===== config.mk =====
export PLATFORM = sky130hd
export DESIGN_NAME = tcw_ram
export DESIGN_NICKNAME = d
export VERILOG_FILES = /design/src/tcw_ram.sv
export SDC_FILE = /design/constraint.sdc
export NUM_CORES = 1
export LEC_CHECK = 0
export CAP_MARGIN = 30
export CORE_MARGIN = 2
export CORE_UTILIZATION = 34
export CTS_CLUSTER_DIAMETER = 30
export DETAILED_ROUTE_END_ITERATION = 7
export DONT_BUFFER_PORTS = 1
export SETUP_SLACK_MARGIN = 0.02
export SYNTH_ARGS = -nofsm -noshare
export SYNTH_HDL_FRONTEND = slang
export SYNTH_SLANG_ARGS = --single-unit

===== constraint.sdc =====
create_clock -name clk -period 1.7 [get_ports clk]
set_input_delay 0 -clock clk [delete_from_list [all_inputs] [get_ports clk]]
set_output_delay 0 -clock clk [all_outputs]
set_load 0.01 [all_outputs]

===== src/tcw_ram.sv =====
// Generic simple dual-port RAM: one write port, one read port.
// Read data is registered; no dependencies.
module tcw_ram #(
  parameter int WIDTH = 8,
  parameter int DEPTH = 16,
  localparam int AW = $clog2(DEPTH)
) (
  input  logic             clk,
  input  logic             we,
  input  logic [AW-1:0]    waddr,
  input  logic [WIDTH-1:0] wdata,
  input  logic             re,
  input  logic [AW-1:0]    raddr,
  output logic [WIDTH-1:0] rdata
);

  logic [WIDTH-1:0] mem [DEPTH];

  always_ff @(posedge clk) begin
    if (we) begin
      mem[waddr] <= wdata;
    end
    if (re) begin
      rdata <= mem[raddr];
    end
  end

endmodule


==> flow_metrics.env, run 1 <==
export IMPL_status="complete, no violations"
export IMPL_rsz0062_at_grt="false"
export IMPL_path_max_fanout=23
export IMPL_start_util=0.3464
export IMPL_synth_area_leaders="edfxtp_1 78%, mux4_2 7.8%, mux4_1 7.0%"
export IMPL_final_common_cell="edfxtp_1"
export IMPL_p_leak_uw=0.002050
export IMPL_ios=27
export IMPL_crit_type="input port to flop"
export IMPL_drive_above_1_share=0.2340
export IMPL_die_area_um2=16380
export IMPL_grt_use_total=0.1395
export IMPL_synth_top_area_share=0.7812
export IMPL_grt_pass1_wl_mm=16.15
export IMPL_die_w_um=128.0
export IMPL_fmax_mhz=661.9
export IMPL_synth_edf_count=136
export IMPL_switching_power_uw=1494
export IMPL_critPathTopFamily="buffers and inverters"
export IMPL_synthMuxAreaShare=0.1479
export IMPL_cp_start_kind="input port"
export IMPL_diodes=0
export IMPL_fin_worst_skew_ns=0.006927
export IMPL_worst_pin_slew_ns=0.6568
export IMPL_setup_viol=0
export IMPL_globalplace_congestion=0.6906
export IMPL_slew_headroom=0.5607
export IMPL_yosysTopAreaCell="edfxtp_1"
export IMPL_insertion_delay_ns=0.41
export IMPL_slew_viol_final=0
export IMPL_max_vdd_ir_drop_v=0.0007231
export IMPL_synth_xor_area_frac=0
export IMPL_numCtsBuffers=17
export IMPL_synth_area_um2=5228
export IMPL_drtIter0Drc=221
export IMPL_layout_nets=289
export IMPL_routedWlPerCell_um=22.29
export IMPL_vias_per_cell=5.294
export IMPL_synth_compound_area_frac=0.02298
export IMPL_ant_nets=0
export IMPL_syn_inst=229
export IMPL_routed_wl_mm=10.48
export IMPL_cp_arrival_ns=1.66
export IMPL_syn2layout_area_growth_pct=19.72
export IMPL_seq_area_frac_synth=0.7812
export IMPL_crit_path_top_delay_cell="dlygate4sd3_1"
export IMPL_cts_sinks=136
export IMPL_cp_required_ns=1.85
export IMPL_cts_tree="built"
export IMPL_final_setup_tns_ns=0
export IMPL_mostFrequentLayoutCells="136 x edfxtp_1, 18 x mux4_2, 18 x buf_4"
export IMPL_grt_max_degree=33
export IMPL_drt_drc_violations_left=0
export IMPL_synth_seq_cells=136
export IMPL_htreeDepth=4
export IMPL_switching_share=0.1906
export IMPL_power_frac_clock=0.477
export IMPL_clk_pin_slew_ns=0.05
export IMPL_drv_cap=0
export IMPL_power_density_nw_per_um2=1252
export IMPL_p_total_uw=7838
export IMPL_post_dp_hpwl_mm=6.422
export IMPL_clock_path_buffers=2
export IMPL_synth_top_family_by_area="multiplexers"
export IMPL_synth_top_flop_cell="edfxtp_1"
export IMPL_vias=2488
export IMPL_synthAdderAreaFrac=0
export IMPL_fp_row_count=45
export IMPL_end_kind="flop"
export IMPL_die_h_um=128.0
export IMPL_yosys_warnings=0
export IMPL_path_buf_inv=1
export IMPL_core_um2=15090
export IMPL_grt_ovfl_total=0
export IMPL_avgSynthCellArea_um2=22.83
export IMPL_hold_class="input port to flop"
export IMPL_hold_violations=0
export IMPL_antenna_found_initial=0
export IMPL_p_int_uw=6344
export IMPL_nFillCells=1333
export IMPL_synthSimpleGateAreaFrac=0.03135
export IMPL_crit_chain="dlygate4sd3_1 > mux4_1 > a22oi_1 > nand2_1"
export IMPL_ys_types=18
export IMPL_final_min_clock_period_ns=1.511
export IMPL_clock_root_buffer="clkbuf_16"
export IMPL_syn_nets=248
export IMPL_combinationalPowerShare=0.036
export IMPL_grt_pass1_vias=2628
export IMPL_io_buffers=0
export IMPL_ys_async_sr_fraction=0
export IMPL_seqPwrFrac=0.487
export IMPL_postCtsSetupBuffers=0
export IMPL_dr_pass1_iters=4
export IMPL_cpPeakStageDelay_ns=0.96
export IMPL_finalCritPeriodShare=0.8886
[cells in the mapped netlist, drive strengths merged, types with 2 or more instances]
library cell	count
nand2	9
clkdlybuf4s25	3
nor2	13
nand3b	2
nor3	4
edfxtp	136
a22oi	16
mux4	32
buf	7
nand2b	2
[power by group through the flow]
stage | combinational (µW) | clock (µW) | sequential [µW]
after global placement | 206 | 0 | 3880
final | 282 | 3740 | 3810
after floorplan | 191 | 0 | 3870
after global routing | 306 | 3950 | 3820
after CTS | 288 | 3800 | 3820
after detailed placement | 208 | 0 | 3890
[cell type report]
class / count / area, µm² / share of cell area
well taps: 188 / 235.2 / 0.03759
repair buffers: 32 / 275.3 / 0.04398
clock inverters: 14 / 181.4 / 0.02899
clock buffers: 17 / 425.4 / 0.06797
multi-input cells: 83 / 1057 / 0.1689
flip-flops and latches: 136 / 4084 / 0.6525
[path summary, 6_finish.rpt]
| check | end | slack (ns) | depth (start not counted) | from |
|---|---|---|---|---|
| setup / recovery | rdata[1] | 0.19 | 4 | raddr[1] |
| hold / removal | rdata[2] | 0.002 | 3 | raddr[1] |
| hold reg to reg | rdata[4] | 0.75 | 3 | mem[15][4] |
| setup reg to reg | rdata[5] | 0.23 | 3 | mem[1][5] |
[layer usage]
layer | up-vias | global-route usage | wire [µm]
li1 | 1061 | - | -
met1 | 1334 | 0.1980 | 4787
met2 | 84 | 0.2079 | 5015
met3 | 9 | 0.04048 | 566
met4 | 0 | 0.04654 | 109
met5 | - | 0 | 0
[logic make-up after synthesis]
group	count (synthesis)
compound gates	16
flops	136
mux	32
buf+inv	10
simple gates	35
[timing repair]
item | CTS | global route
hold endpoints to repair | 174 | 0
gates resized for setup | 0 | 0
hold buffers | 14 | 0
[metrics by stage]
stage / instance area (µm²) / utilization / worst slack (ns) / hold WS [ns] / instances
global placement: 5512 / 0.3653 / 0.2344 / 0.09982 / 425
detailed placement: 5512 / 0.3653 / 0.2107 / 0.1001 / 425
floorplan: 5228 / - / 0.2071 / 0.09887 / 229
CTS: 6259 / 0.4148 / 0.1977 / 0.0003278 / 470
finish: 6259 / 0.4148 / 0.1893 / 0.001604 / 470
global route: 6259 / 0.4148 / 0.1270 / 0.001106 / 470
[state kept, by name, summed over array words and instances, names as in the netlist]
name,flops
rdata,8
mem,128
[worst min-delay path, stage by stage]
cell and delay, ns:
mux4_1 0.12, a22oi_1 0.10, nand2_1 0.07
Power figures use the tool's default switching activity.
==> run 2, diff against run 1 <==
--- a/config.mk
+++ b/config.mk
@@ -6,6 +6,7 @@
 export NUM_CORES = 1
 export LEC_CHECK = 0
 export CAP_MARGIN = 30
+export CORE_ASPECT_RATIO = 1.5
 export CORE_MARGIN = 2
 export CORE_UTILIZATION = 34
 export CTS_CLUSTER_DIAMETER = 30
==> run 2 against run 1 <==
Net effect:
- routed wire length down 5.7%
- final area up 0.80%
- flip-flop and latch count unchanged
- count of clock-buffer cells in the layout unchanged
- power up 0.76%
- core utilization up 0.38 points
- sequential share of layout area down 0.52 points
- fmax down 0.10%
- global-route usage down 1.2 points
- critical endpoint is now rdata[0]
- largest cell class unchanged
==> flow_metrics.env, run 2 (synthesized netlist as in run 1, its figures left out) <==
export IMPL_fp_row_count=55
export IMPL_layout_nets=291
export IMPL_slew_viol_final=0
export IMPL_clk_pin_slew_ns=0.06
export IMPL_ios=27
export IMPL_largest_register="mem"
export IMPL_grt_pass1_vias=2544
export IMPL_reg_top3="mem (128), rdata (8)"
export IMPL_htreeDepth=4
export IMPL_rsz0062_at_grt="false"
export IMPL_routed_wl_mm=9.883
export IMPL_cts_sinks=136
export IMPL_fmax_mhz=661.3
export IMPL_cp_arrival_ns=1.67
export IMPL_drv_cap=0
export IMPL_ant_nets=0
export IMPL_core_um2=15070
export IMPL_grt_max_degree=33
export IMPL_start_util=0.3469
export IMPL_end_kind="flop"
export IMPL_post_dp_cell_area_um2=5540
export IMPL_power_density_nw_per_um2=1252
export IMPL_stdcell_area_um2=6309
export IMPL_post_dp_hpwl_mm=6.445
export IMPL_final_common_cell="edfxtp_1"
export IMPL_die_h_um=155.9
export IMPL_grt_ovfl_total=0
export IMPL_drtIter0Drc=126
export IMPL_clock_root_buffer="clkbuf_16"
export IMPL_crit_type="flop to flop"
export IMPL_diodes=0
export IMPL_hold_violations=0
export IMPL_vias_per_cell=4.919
export IMPL_holdWs_ns=0.01555
export IMPL_reg2reg_setup_slack_ns=0.19
export IMPL_io_buffers=0
export IMPL_numCtsBuffers=17
export IMPL_dr_pass1_iters=4
export IMPL_cp_start_kind="flop"
export IMPL_syn2layout_area_growth_pct=20.68
export IMPL_largest_register_ffs=128
export IMPL_p_total_uw=7898
export IMPL_grt_pass1_wl_mm=14.87
export IMPL_combinationalPowerShare=0.036
export IMPL_regArea_um2=4084
export IMPL_postCtsSetupBuffers=0
export IMPL_cp_required_ns=1.86
export IMPL_clock_path_buffers=2
export IMPL_final_min_clock_period_ns=1.512
export IMPL_path_max_fanout=1
export IMPL_max_vdd_ir_drop_v=0.0007185
export IMPL_switching_power_uw=1519
export IMPL_p_leak_uw=0.002083
export IMPL_grt_use_total=0.1273
export IMPL_globalplace_congestion=0.7245
export IMPL_cts_tree="built"
export IMPL_multi_input_area_um2=1057
export IMPL_final_setup_tns_ns=0
export IMPL_p_int_uw=6380
export IMPL_finalCritPeriodShare=0.8896
export IMPL_routedWlPerCell_um=20.42
export IMPL_worst_pin_slew_ns=0.5842
export IMPL_die_area_um2=16400
export IMPL_mostFrequentLayoutCells="136 x edfxtp_1, 20 x buf_4, 18 x mux4_2"
export IMPL_power_frac_clock=0.482
export IMPL_status="complete, no violations"
export IMPL_vias=2381
export IMPL_drive_above_1_share=0.2491
export IMPL_antenna_found_initial=0
export IMPL_setup_viol=0
export IMPL_insertion_delay_ns=0.41
export IMPL_die_w_um=105.2
export IMPL_fin_worst_skew_ns=0.006379
export IMPL_slew_headroom=0.6093
export IMPL_seqPwrFrac=0.482
export IMPL_switching_share=0.1923
export IMPL_drt_drc_violations_left=0
export IMPL_hold_class="input port to flop"
export IMPL_nFillCells=1280
## run 2: final timing paths
kind | endpoint | startpoint | depth (start not counted)
worst max-delay path | rdata[0] | mem[1][0] | 3
worst min-delay path | rdata[3] | raddr[1] | 3
worst max register to register | rdata[0] | mem[1][0] | 3
worst min register to register | rdata[4] | mem[14][4] | 3
## run 2: power groups by stage
stage / logic, µW / clock network, µW / registers [µW]
after detailed placement: 207 / 0 / 3880
after global routing: 307 / 4000 / 3810
after CTS: 288 / 3870 / 3810
after floorplan: 191 / 0 / 3870
after global placement: 207 / 0 / 3880
final: 283 / 3810 / 3810
## run 2: timing repair
action | in CTS | in global routing
endpoints found under the hold margin | 173 | 0
gates resized for setup | 0 | 0
endpoints found under the setup margin | 0 | 0
hold buffers | 14 | 0
## run 2: metrics by stage
stage	worst slack (ns)	util	std cells
2_1_floorplan	0.2071	-	229
3_3_place_gp	0.2038	0.3676	438
3_5_place_dp	0.1939	0.3676	438
4_1_cts	0.1883	0.4186	484
5_1_grt	0.1062	0.4186	484
6_report	0.1877	0.4186	484
## run 2: cell type report
class,instances,share of cell area
tap,199,0.03947
clock inverter,15,0.03213
multi-input combinational,83,0.1676
sequential,136,0.6474
timing repair buffer,34,0.04601
clock buffer,17,0.06743
## run 2: critical path, cell delays in order, from the launching register on
cell and delay, ns:
edfxtp_1 0.36, mux4_1 0.52, a22oi_1 0.29, nand2_1 0.09
## run 2: per-layer routing
metal,vias up,GRT usage,share of wire
met5,-,0,0
met4,0,0.06540,0.021
met3,13,0.03718,0.044
met2,61,0.2194,0.53
met1,1237,0.1427,0.40
li1,1070,-,-
